==> src/design/cpel_pkg.sv <==
// Package for the closest-point-on-edge-list unit.
// Holds the transaction structs, the fixed widths and the sequencer states.
// No dependencies.
package cpel_pkg;

    localparam int COORD_BITS  = 24;
    localparam int DIFF_BITS   = COORD_BITS + 1;
    localparam int PROD_BITS   = 2 * DIFF_BITS;
    localparam int SUM_BITS    = PROD_BITS + 2;
    localparam int DIST_BITS   = 2 * COORD_BITS + 2;
    localparam int T_FRAC_BITS = 16;
    localparam int MUL_STEPS   = DIFF_BITS;
    localparam int CNT_BITS    = 5;

    typedef struct packed {
        logic signed [COORD_BITS-1:0] target_x;
        logic signed [COORD_BITS-1:0] target_y;
        logic signed [COORD_BITS-1:0] target_z;
        logic signed [COORD_BITS-1:0] edge_a_x;
        logic signed [COORD_BITS-1:0] edge_a_y;
        logic signed [COORD_BITS-1:0] edge_a_z;
        logic signed [COORD_BITS-1:0] edge_b_x;
        logic signed [COORD_BITS-1:0] edge_b_y;
        logic signed [COORD_BITS-1:0] edge_b_z;
        logic                         last_edge;
    } t_in_item;

    typedef struct packed {
        logic signed [COORD_BITS-1:0] closest_x;
        logic signed [COORD_BITS-1:0] closest_y;
        logic signed [COORD_BITS-1:0] closest_z;
        logic        [DIST_BITS-1:0]  distance_sq;
    } t_out_item;

    typedef struct packed {
        logic load;
        logic step;
        logic neg;
    } t_lane_ctl;

    typedef enum logic [3:0] {
        S_IDLE, S_LDM, S_MAG, S_LDD, S_DOT, S_SEL, S_DIV,
        S_ILD, S_INT, S_PNT, S_DLD, S_DST, S_SUM
    } t_state;

endpackage

==> src/design/cpel_mul_lane.sv <==
// Bit-serial signed multiplier lane: one multiplier bit per cycle while i_ctl.step is high.
// Depends on cpel_pkg (widths, lane control struct).
module cpel_mul_lane (
    input  logic                                  i_clk,
    input  cpel_pkg::t_lane_ctl                   i_ctl,
    input  logic signed [cpel_pkg::DIFF_BITS-1:0] i_mcand,
    input  logic signed [cpel_pkg::DIFF_BITS-1:0] i_mplier,
    output logic signed [cpel_pkg::PROD_BITS-1:0] o_acc
);
    import cpel_pkg::*;

    logic signed [PROD_BITS-1:0] r_mc;
    logic signed [PROD_BITS-1:0] r_acc;
    logic        [DIFF_BITS-1:0] r_mp;

    always_ff @(posedge i_clk) begin
        if (i_ctl.load) begin
            r_mc  <= {{(PROD_BITS-DIFF_BITS){i_mcand[DIFF_BITS-1]}}, i_mcand};
            r_mp  <= i_mplier;
            r_acc <= '0;
        end else if (i_ctl.step) begin
            // sign bit of the multiplier carries negative weight
            if (r_mp[0]) begin
                r_acc <= i_ctl.neg ? r_acc - r_mc : r_acc + r_mc;
            end
            r_mc <= r_mc <<< 1;
            r_mp <= r_mp >> 1;
        end
    end

    assign o_acc = r_acc;

endmodule

==> src/design/closest_point_on_edge_list_unit.sv <==
// Closest point on a list of 3D segments, bit-serial datapath.
// Depends on cpel_pkg and cpel_mul_lane.
//
// Input channel (i_in, i_in_valid, o_in_stall): one transaction per edge,
// carrying the target, endpoints A and B, and a last-edge mark. A new
// edge is taken only when the sequencer is idle.
// Per edge: three bit-serial multiplier lanes form |B-A|^2 and
// dot(T-A,B-A), a restoring divider gives t one bit a cycle, the lanes
// interpolate the point and square the distance. When t clamps to an
// endpoint, the divide and the interpolation are skipped.
// Output channel (o_out, o_out_valid, i_out_stall): on the last edge the
// kept point and squared distance go into an output register. The next
// edge is accepted while the result waits; only a further last edge
// holds in its final cycle until the output register is free.
// Reset (synchronous, active low) clears the sequencer, drops o_out_valid
// and sets the kept distance to its maximum.
module closest_point_on_edge_list_unit (
    input  logic                i_clk,
    input  logic                i_rst_n,
    input  cpel_pkg::t_in_item  i_in,
    input  logic                i_in_valid,
    output logic                o_in_stall,
    output cpel_pkg::t_out_item o_out,
    output logic                o_out_valid,
    input  logic                i_out_stall
);
    import cpel_pkg::*;

    localparam logic [CNT_BITS-1:0] MUL_LAST = CNT_BITS'(MUL_STEPS - 1);
    localparam logic [CNT_BITS-1:0] DIV_LAST = CNT_BITS'(T_FRAC_BITS - 1);

    t_state r_state, n_state;
    logic [CNT_BITS-1:0] r_cnt;
    t_in_item r_item;
    logic signed [DIFF_BITS-1:0]  r_ab [3];
    logic signed [DIFF_BITS-1:0]  r_at [3];
    logic signed [COORD_BITS-1:0] r_p [3];
    logic [DIST_BITS-1:0]         r_mag;
    logic signed [SUM_BITS-1:0]   r_dot;
    logic [DIST_BITS-1:0]         r_rem;
    logic [T_FRAC_BITS-1:0]       r_q;
    logic [DIST_BITS-1:0]         r_best_d;
    logic signed [COORD_BITS-1:0] r_best_p [3];
    t_out_item r_out;
    logic r_out_valid;

    logic signed [COORD_BITS-1:0] in_t [3];
    logic signed [COORD_BITS-1:0] in_a [3];
    logic signed [COORD_BITS-1:0] in_b [3];
    logic signed [COORD_BITS-1:0] it_t [3];
    logic signed [COORD_BITS-1:0] it_a [3];
    logic signed [DIFF_BITS-1:0]  c [3];
    logic signed [DIFF_BITS-1:0]  mcand [3];
    logic signed [DIFF_BITS-1:0]  mplier [3];
    logic signed [PROD_BITS-1:0]  acc [3];
    logic signed [PROD_BITS:0]    rnd [3];
    logic signed [PROD_BITS:0]    shr [3];
    logic signed [DIFF_BITS-1:0]  pnew [3];
    logic signed [SUM_BITS-1:0]   lane_sum;
    logic [DIST_BITS:0]           div_sh;
    logic [DIST_BITS:0]           div_diff;
    logic [DIST_BITS-1:0]         dist_sq;
    logic upd, out_free, go;
    t_lane_ctl lane_ctl;

    assign in_t = '{i_in.target_x, i_in.target_y, i_in.target_z};
    assign in_a = '{i_in.edge_a_x, i_in.edge_a_y, i_in.edge_a_z};
    assign in_b = '{i_in.edge_b_x, i_in.edge_b_y, i_in.edge_b_z};
    assign it_t = '{r_item.target_x, r_item.target_y, r_item.target_z};
    assign it_a = '{r_item.edge_a_x, r_item.edge_a_y, r_item.edge_a_z};

    always_comb begin
        for (int k = 0; k < 3; k++) begin
            c[k]    = {it_t[k][COORD_BITS-1], it_t[k]} - {r_p[k][COORD_BITS-1], r_p[k]};
            rnd[k]  = {acc[k][PROD_BITS-1], acc[k]}
                      + ((PROD_BITS+1)'(1) << (T_FRAC_BITS - 1));
            shr[k]  = rnd[k] >>> T_FRAC_BITS;
            pnew[k] = {it_a[k][COORD_BITS-1], it_a[k]} + shr[k][DIFF_BITS-1:0];
        end
        lane_sum = {{2{acc[0][PROD_BITS-1]}}, acc[0]}
                 + {{2{acc[1][PROD_BITS-1]}}, acc[1]}
                 + {{2{acc[2][PROD_BITS-1]}}, acc[2]};
        dist_sq  = (lane_sum[SUM_BITS-1:DIST_BITS] != '0) ? '1 : lane_sum[DIST_BITS-1:0];
        upd      = dist_sq < r_best_d;
        div_sh   = {r_rem, 1'b0};
        div_diff = div_sh - {1'b0, r_mag};
        out_free = !r_out_valid || !i_out_stall;
        go       = !r_item.last_edge || out_free;
    end

    // lane operand select
    always_comb begin
        for (int k = 0; k < 3; k++) begin
            case (r_state)
                S_LDD: begin
                    mcand[k]  = r_ab[k];
                    mplier[k] = r_at[k];
                end
                S_ILD: begin
                    mcand[k]  = r_ab[k];
                    mplier[k] = {{(DIFF_BITS-T_FRAC_BITS){1'b0}}, r_q};
                end
                S_DLD: begin
                    mcand[k]  = c[k];
                    mplier[k] = c[k];
                end
                default: begin
                    mcand[k]  = r_ab[k];
                    mplier[k] = r_ab[k];
                end
            endcase
        end
    end

    for (genvar g = 0; g < 3; g++) begin : g_lane
        cpel_mul_lane u_lane (
            .i_clk    (i_clk),
            .i_ctl    (lane_ctl),
            .i_mcand  (mcand[g]),
            .i_mplier (mplier[g]),
            .o_acc    (acc[g])
        );
    end

    // next state
    always_comb begin
        n_state = r_state;
        case (r_state)
            S_IDLE: if (i_in_valid) n_state = S_LDM;
            S_LDM:  n_state = S_MAG;
            S_MAG:  if (r_cnt == MUL_LAST) n_state = S_LDD;
            S_LDD:  n_state = S_DOT;
            S_DOT:  if (r_cnt == MUL_LAST) n_state = S_SEL;
            S_SEL: begin
                if (lane_sum <= 0 || lane_sum >= $signed({2'b0, r_mag})) n_state = S_DLD;
                else n_state = S_DIV;
            end
            S_DIV:  if (r_cnt == DIV_LAST) n_state = S_ILD;
            S_ILD:  n_state = S_INT;
            S_INT:  if (r_cnt == MUL_LAST) n_state = S_PNT;
            S_PNT:  n_state = S_DLD;
            S_DLD:  n_state = S_DST;
            S_DST:  if (r_cnt == MUL_LAST) n_state = S_SUM;
            S_SUM:  if (go) n_state = S_IDLE;
            default: n_state = S_IDLE;
        endcase
    end

    // outputs of the sequencer
    always_comb begin
        lane_ctl.load = (r_state == S_LDM) || (r_state == S_LDD)
                     || (r_state == S_ILD) || (r_state == S_DLD);
        lane_ctl.step = (r_state == S_MAG) || (r_state == S_DOT)
                     || (r_state == S_INT) || (r_state == S_DST);
        lane_ctl.neg  = lane_ctl.step && (r_cnt == MUL_LAST);
        o_in_stall    = (r_state != S_IDLE);
    end

    always_ff @(posedge i_clk) begin
        if (!i_rst_n) begin
            r_state     <= S_IDLE;
            r_cnt       <= '0;
            r_out_valid <= 1'b0;
            r_best_d    <= '1;
            r_best_p    <= '{'0, '0, '0};
        end else begin
            r_state <= n_state;
            if (lane_ctl.step || r_state == S_DIV) r_cnt <= r_cnt + 1'b1;
            else r_cnt <= '0;
            if (!i_out_stall) r_out_valid <= 1'b0;
            if (r_state == S_SUM && go) begin
                if (r_item.last_edge) begin
                    r_out_valid       <= 1'b1;
                    r_out.closest_x   <= upd ? r_p[0] : r_best_p[0];
                    r_out.closest_y   <= upd ? r_p[1] : r_best_p[1];
                    r_out.closest_z   <= upd ? r_p[2] : r_best_p[2];
                    r_out.distance_sq <= upd ? dist_sq : r_best_d;
                    r_best_d          <= '1;
                    r_best_p          <= '{'0, '0, '0};
                end else if (upd) begin
                    r_best_d <= dist_sq;
                    r_best_p <= r_p;
                end
            end
        end
    end

    // payload registers
    always_ff @(posedge i_clk) begin
        case (r_state)
            S_IDLE: begin
                r_item <= i_in;
                for (int k = 0; k < 3; k++) begin
                    r_ab[k] <= {in_b[k][COORD_BITS-1], in_b[k]}
                             - {in_a[k][COORD_BITS-1], in_a[k]};
                    r_at[k] <= {in_t[k][COORD_BITS-1], in_t[k]}
                             - {in_a[k][COORD_BITS-1], in_a[k]};
                end
            end
            S_LDD: r_mag <= lane_sum[DIST_BITS-1:0];
            S_SEL: begin
                // dot is taken from the lanes on the selection cycle
                r_dot <= lane_sum;
                r_rem <= lane_sum[DIST_BITS-1:0];
                r_q   <= '0;
                if (lane_sum <= 0) r_p <= it_a;
                else if (lane_sum >= $signed({2'b0, r_mag}))
                    r_p <= '{r_item.edge_b_x, r_item.edge_b_y, r_item.edge_b_z};
            end
            S_DIV: begin
                if (div_sh >= {1'b0, r_mag}) begin
                    r_rem <= div_diff[DIST_BITS-1:0];
                    r_q   <= {r_q[T_FRAC_BITS-2:0], 1'b1};
                end else begin
                    r_rem <= div_sh[DIST_BITS-1:0];
                    r_q   <= {r_q[T_FRAC_BITS-2:0], 1'b0};
                end
            end
            S_PNT: begin
                for (int k = 0; k < 3; k++) r_p[k] <= pnew[k][COORD_BITS-1:0];
            end
            default: begin
            end
        endcase
    end

    assign o_out       = r_out;
    assign o_out_valid = r_out_valid;

`ifndef ASSERT_OFF
    a_div_range: assert property (@(posedge i_clk) disable iff (!i_rst_n)
        (r_state == S_DIV) |-> (r_dot > 0) && (r_dot < $signed({2'b0, r_mag})))
        else $error("divide entered with t outside (0,1)");
    a_rem_below: assert property (@(posedge i_clk) disable iff (!i_rst_n)
        (r_state == S_ILD) |-> (r_rem < r_mag))
        else $error("divider remainder not below divisor");
    a_emit: assert property (@(posedge i_clk) disable iff (!i_rst_n)
        (r_state == S_SUM && r_item.last_edge && !r_out_valid) |=> r_out_valid)
        else $error("last edge finished without a result");
`endif

endmodule

==> config.mk <==
export PLATFORM = sky130hd
export DESIGN_NAME = closest_point_on_edge_list_unit
export DESIGN_NICKNAME = d
export VERILOG_FILES = /design/src/design/cpel_pkg.sv /design/src/design/cpel_mul_lane.sv /design/src/design/closest_point_on_edge_list_unit.sv
export SDC_FILE = /design/constraint.sdc
export NUM_CORES = 2
export LEC_CHECK = 0
export ABC_AREA = 1
export BUFFER_PORTS_ARGS = -buffer_cell sky130_fd_sc_hd__buf_4
export CELL_PAD_IN_SITES_DETAIL_PLACEMENT = 2
export CELL_PAD_IN_SITES_GLOBAL_PLACEMENT = 2
export CORE_ASPECT_RATIO = 1.75
export CORE_MARGIN = 4
export CORE_UTILIZATION = 35
export CTS_BUF_LIST = sky130_fd_sc_hd__clkbuf_4
export CTS_CLUSTER_SIZE = 40
export DETAILED_ROUTE_END_ITERATION = 6
export GPL_TIMING_DRIVEN = 0
export PLACE_DENSITY = 0.77
export SLEW_MARGIN = 5
export SYNTH_ARGS = -nofsm -noshare
export SYNTH_HDL_FRONTEND = slang
export SYNTH_SLANG_ARGS = --single-unit
==> constraint.sdc <==
create_clock -name i_clk -period 20.4 [get_ports i_clk]
set_input_delay 4.08 -clock i_clk [delete_from_list [all_inputs] [get_ports i_clk]]
set_output_delay 4.08 -clock i_clk [all_outputs]
set_load 0.02 [all_outputs]
# Word level (Yosys, flattened, before mapping)
# Memories as Yosys holds them, arrays and structs flattened.
# Cells that the tools add are included.
word_totals:
  register_bits: 1034
  mem_bits_rw: 150
  inputBits: 221
  word_cells: 169
  mem_count: 2
memory_table:
  columns: ["memory", "words", "width", "rd", "rd_clocked_by_memory_dff", "wr", "line", "source"]
  rows:
  - ["r_ab", 3, 25, 3, 0, 3, "closest_point_on_edge_list_unit.sv:35", "logic signed [DIFF_BITS-1:0] r_ab [3];"]
  - ["r_at", 3, 25, 3, 0, 3, "closest_point_on_edge_list_unit.sv:36", "logic signed [DIFF_BITS-1:0] r_at [3];"]
op_classes:
  add_sub_neg: 25
  order_cmp: 4
  eq_ne: 22
  muxes: 50
  n_reduce_logical: 30
op_table:
  columns: ["operator", "n"]
  rows:
  - ["$mux 50", 13]
  - ["$mux 72", 4]
  - ["$mux 25", 9]
  - ["$pmux 25 s3", 3]
  - ["$sub 24x24->25", 9]
  - ["$sub 50x50->50", 4]
  - ["$add 50x50->50", 3]
  - ["$pmux 72 s2", 1]
  - ["$add 40x17->40 const B", 3]
  - ["$pmux 50 s2", 1]
  - ["$add 24x24->24", 3]
  - ["$mux 24", 3]
  - ["$add 51x50->52", 1]
  - ["$ge 52x51->1", 1]
  - ["$le 52x1->1 const B", 1]
  - ["$pmux 4 s13", 1]
  - ["$add 50x50->51", 1]
  - ["$ge 51x50->1", 1]
  - ["$lt 50x50->1", 1]
  - ["$mux 4", 8]
  - ["$pmux 16 s2", 1]
  - ["$eq 4x4->1 const B", 5]
  - ["$eq 4x3->1 const B", 4]
  - ["$ne 2x2->1 const B", 7]
  - ["16 further kinds", 43]

# Longest topological paths before layout
logic_depth:
  depth_word: 7
  ltp_mapped: 35
  ltp_nobuf: 32

# Hierarchy
# Synthesis repeated with hierarchy kept, for this count alone.
hier_totals:
  cells_unflattened: 12048
  area_unflattened_um2: 88255.9
by_module_without_submodules:
  columns: ["mod", "n_inst", "cells_each", "area_per_inst_um2", "seq_area_each_um2"]
  rows:
  - ["closest_point_on_edge_list_unit", 1, 7152, 57298.7, 22972.0]
  - ["cpel_mul_lane at g_lane[0].u_lane ...", 2, 1619, 10277.4, 3253.1]
  - ["cpel_mul_lane at g_lane[2].u_lane", 1, 1658, 10402.5, 3253.1]

# Worst setup path after synthesis
# Ideal clock, no wire load.
synth_timing:
  path_type: "reg-to-output"
  startpoint: "reg r_state[3]"
  endpoint: "out o_in_stall"
  arrival_time_ps: 18536
  t_required_ps: 16320
  path_slack_ps: -2216
  path_stages_with_launch: 5
  n_path_buf: 0
  path_cell_list: "dfxtp_1 > nor2_1 > inv_1 > nor2_1 > inv_1"
synth_via:
  elab_chain_cells: 1
synth_lines:
  columns: ["element", "line", "source"]
  rows:
  - ["start, declared", "closest_point_on_edge_list_unit.sv:32", "t_state r_state, n_state;"]
  - ["start signal, assigned", "closest_point_on_edge_list_unit.sv:167", "r_state <= n_state;"]
  - ["$reduce_bool 4->1", "closest_point_on_edge_list_unit.sv:156", "o_in_stall = (r_state != S_IDLE);"]
  - ["end, declared", "closest_point_on_edge_list_unit.sv:22", "output logic o_in_stall,"]
# No other way between the ends.

# Worst setup path in the final report
layout_timing:
  startpoint: "reg r_cnt[0]"
  endpoint: "reg g_lane[2].u_lane.r_acc[37]"
layout_via:
  elab_chain_cells: 3
layout_lines:
  columns: ["element", "line", "source"]
  rows:
  - ["start, declared", "closest_point_on_edge_list_unit.sv:33", "logic [CNT_BITS-1:0] r_cnt;"]
  - ["start signal, assigned", "closest_point_on_edge_list_unit.sv:168", "if (lane_ctl.step || r_state == S_DIV) r_cnt <= r_cnt + 1'b1;"]
  - ["$eq 5x5->1", "closest_point_on_edge_list_unit.sv:155", "lane_ctl.neg = lane_ctl.step && (r_cnt == MUL_LAST);"]
  - ["$logic_and 1x1->1", "closest_point_on_edge_list_unit.sv:155", null]
  - ["$mux 50", "cpel_mul_lane.sv:24", "r_acc <= i_ctl.neg ? r_acc - r_mc : r_acc + r_mc;"]
  - ["end signal, assigned", "cpel_mul_lane.sv:24", null]
  - ["end, declared", "cpel_mul_lane.sv:13", "logic signed [PROD_BITS-1:0] r_acc;"]
# No other way between the ends.
# A chain may end at the register's enable or synchronous reset.

==> run metrics <==
status=complete, no violations; Hold Fails Final Rpt=0; Post-DRT Antenna Nets=0; total power=about 0.019 W; worst skew pair latency=roughly 1.3 ns; worst slew pin tran=1.48 ns; max cap viols=0; dominant cells by area after synthesis=edfxtp_1 32%, ha_1 9.5%, nand2_1 9.1%, inv_1 6.9%, dfxtp_1 6.7%; die span in x=378 um; Worst Setup End Kind=flop; Min Hold Slack=~0.48 ns; placed instance count=14,236; Wirelength per Cell=30.5 um; layout cells sized above 1=0.0871; fin. max-slew vios=0; GR met2 Demand/Resource=0.639; Post-Syn Area per Cell=approximately 8 um2; FF+latch count, synth=1,184; RSZ-0062 raised after global routing=no; minimum clock period=approximately 9.2 ns; Yosys top cell area share=0.323; Fill cells=27,833; Die Y=656 um; Final Instance Count excl. Fillers=14,812; reg-to-reg slack, setup=11.23 ns; total grt overflow=0; TNS Setup=0 ns; Iter 0 DRT Violations=approximately 4,800; Logic pwr share=0.616; hold-fix buffers at CTS=0; Max VDD drop=0.000147 V; initial antenna violation count=20; drt first pass iters=5; relative slew slack=0.0163; area of the multi-input gates=about 44,000 um2; Seq pwr share=0.264; post-synthesis sequential area ratio=0.390; Avg Vias per Cell=about 5.6; TritonCTS clock tree=yes; Boundary Pins=345; largest net degree at the start of global routing=62; Area Growth Syn to Fin=13.4%; Syn Std Cell Area=between 80,000 and 90,000 um2; Crit Path Max Fanout=10; most used routing layer=met2; Synth Flop Type=edfxtp_1; switching power total=0.0109 W; Starting Density=0.352; postcts setup bufs=0; Placer Congestion=roughly 1.1; Mapped Cells=10,751; clock-pin slew on the worst setup and hold paths=0.07 ns; global-route wire length before repair=637,000 um; GRT met1 Usage=0.338; Buffers on Ports=344; Worst Path Arrival=10.31 ns; Inserted Clock Buffers=320; final core utilization=0.399; Yosys warning total=0; WS Path Type=reg -> reg; final setup vio count=0; Int Pwr=0.00848 W; Tcrit/Tclk final=0.449; CP Data Required Time=21.54 ns; power share of the clock group=0.120; global-route usage over all layers=0.354; post-CTS resize count=0; top-count cell post-synth=nand2_1; Worst Clk Skew=0.140 ns; CP startpoint kind=flop; leakage power=approximately 44 nW; EDFF count, synth=~900; synth cell count leaders=2,036 x nand2_1, 1,538 x inv_1, 1,183 x nor2_1; row count=237; Root Buffer=clkbuf_4; vias post-DR=82,627; Syn Nets=approximately 12,000; DP HPWL=379,000 um; flip-flop and latch area=32,700 um2; asr flop ratio synth=0; Residual DRC=0; Max Buffers Root-to-Sink=4; clock sink count=between 1,000 and 1,500; H-tree depth=5; switching share of total power=0.563; die area=248,000 um2; NumNets Final=12,379; vias in the first global route=92,133; Hold Path Class=reg -> reg; Core Region=238,000 um2; synth unique cells=60; Max Freq=0.109 GHz; leading area contributor after synthesis=edfxtp_1; final wirelength=~450,000 um; met3 Use GR=0.0472; power density cells=204 nW/um2
==> cell families after synthesis <==
kind of cell / Yosys count / synth area share
xor+xnor: 546 / 0.0570
flops: 1184 / 0.390
fa+ha+maj: 707 / 0.111
simple gates: 4018 / 0.196
buf+inv: 1847 / 0.0837
compound gates: 2449 / 0.161
==> power groups by stage <==
stage               clock network, W  logic, W  registers (W)
floorplan                          0   0.00675        0.00480
global placement                   0    0.0111        0.00553
detailed placement                 0    0.0117        0.00514
CTS                          0.00236    0.0118        0.00509
global route                 0.00247    0.0129        0.00514
finish                       0.00233    0.0120        0.00512
==> worst paths after layout <==
check,from,end,cells past startpoint
hold reg to reg,r_best_p[61],r_best_p[61],2
hold / removal,r_best_p[61],r_best_p[61],2
setup / recovery,r_cnt[0],g_lane[2].u_lane.o_acc[37],22
setup reg to reg,r_cnt[0],g_lane[2].u_lane.o_acc[37],22
==> state kept, by name (all words and copies together), names as in the netlist, 73 cells and up <==
register / flops
g_lane.u_lane.r_mp: 75
o_out: 122
g_lane.u_lane.o_acc: 150
g_lane.u_lane.r_mc: 150
r_ab: 75
r_at: 75
r_item: 73
==> worst max-delay path: stages (launching register included) <==
cell and delay, ns:
dfxtp_1 0.34, inv_1 0.07, ha_1 0.16, nand2_1 0.06, nor3_1 0.66, inv_1 0.18, nor2_4 0.69, clkbuf_1 0.91
clkbuf_2 0.75, clkbuf_1 1.08, nor2_1 0.12, xor2_1 0.20, ha_1 0.41, nand3_1 0.12, nand2_1 0.31, a21oi_1 0.23
o31ai_1 1.00, a21oi_1 0.37, o21ai_0 0.57, a21oi_1 0.22, xnor2_1 0.30, o21ai_0 0.12, inv_1 0.08
==> per-layer routing <==
metal,up-vias,share of wire
met5,-,0.00019
met4,12,0.12
met3,1234,0.038
met2,2305,0.50
met1,41315,0.34
li1,37761,-
==> metrics by stage <==
step | worst slack (ns) | instance area [um2]
finish | 11.23 | 95200
global route | 11.01 | 95100
CTS | 11.57 | 95100
detailed placement | 11.69 | 91100
global placement | 0.309 | 90400
floorplan | 4.74 | 83900
==> layout make-up <==
type | instances | area share
timing repair buffer | 378 | 0.0336
tap | 3107 | 0.0409
antenna | 11 | 0.000289
inverter | 1561 | 0.0616
clock buffer | 446 | 0.0352
buffer | 286 | 0.0126
clock inverter | 119 | 0.00756
sequential | 1184 | 0.344
multi-input combinational | 7720 | 0.464
==> cells in the final DEF (no fill, tap or decap), types with 35 or more instances in the layout <==
master,instances
nor2_1,1181
buf_2,35
nor4_1,66
ha_1,640
nand3_1,421
fa_1,67
o21ai_1,61
o21a_1,47
clkbuf_1,205
edfxtp_1,902
dfxtp_1,282
nor3_1,117
clkbuf_4,447
inv_1,1538
a21oi_1,957
nand4_1,106
a31oi_1,173
o211ai_1,55
xor2_1,373
o21ai_0,856
o21bai_1,47
clkinv_1,79
nand2_1,2034
xnor2_1,173
buf_4,357
Power figures use the tool's default switching activity.
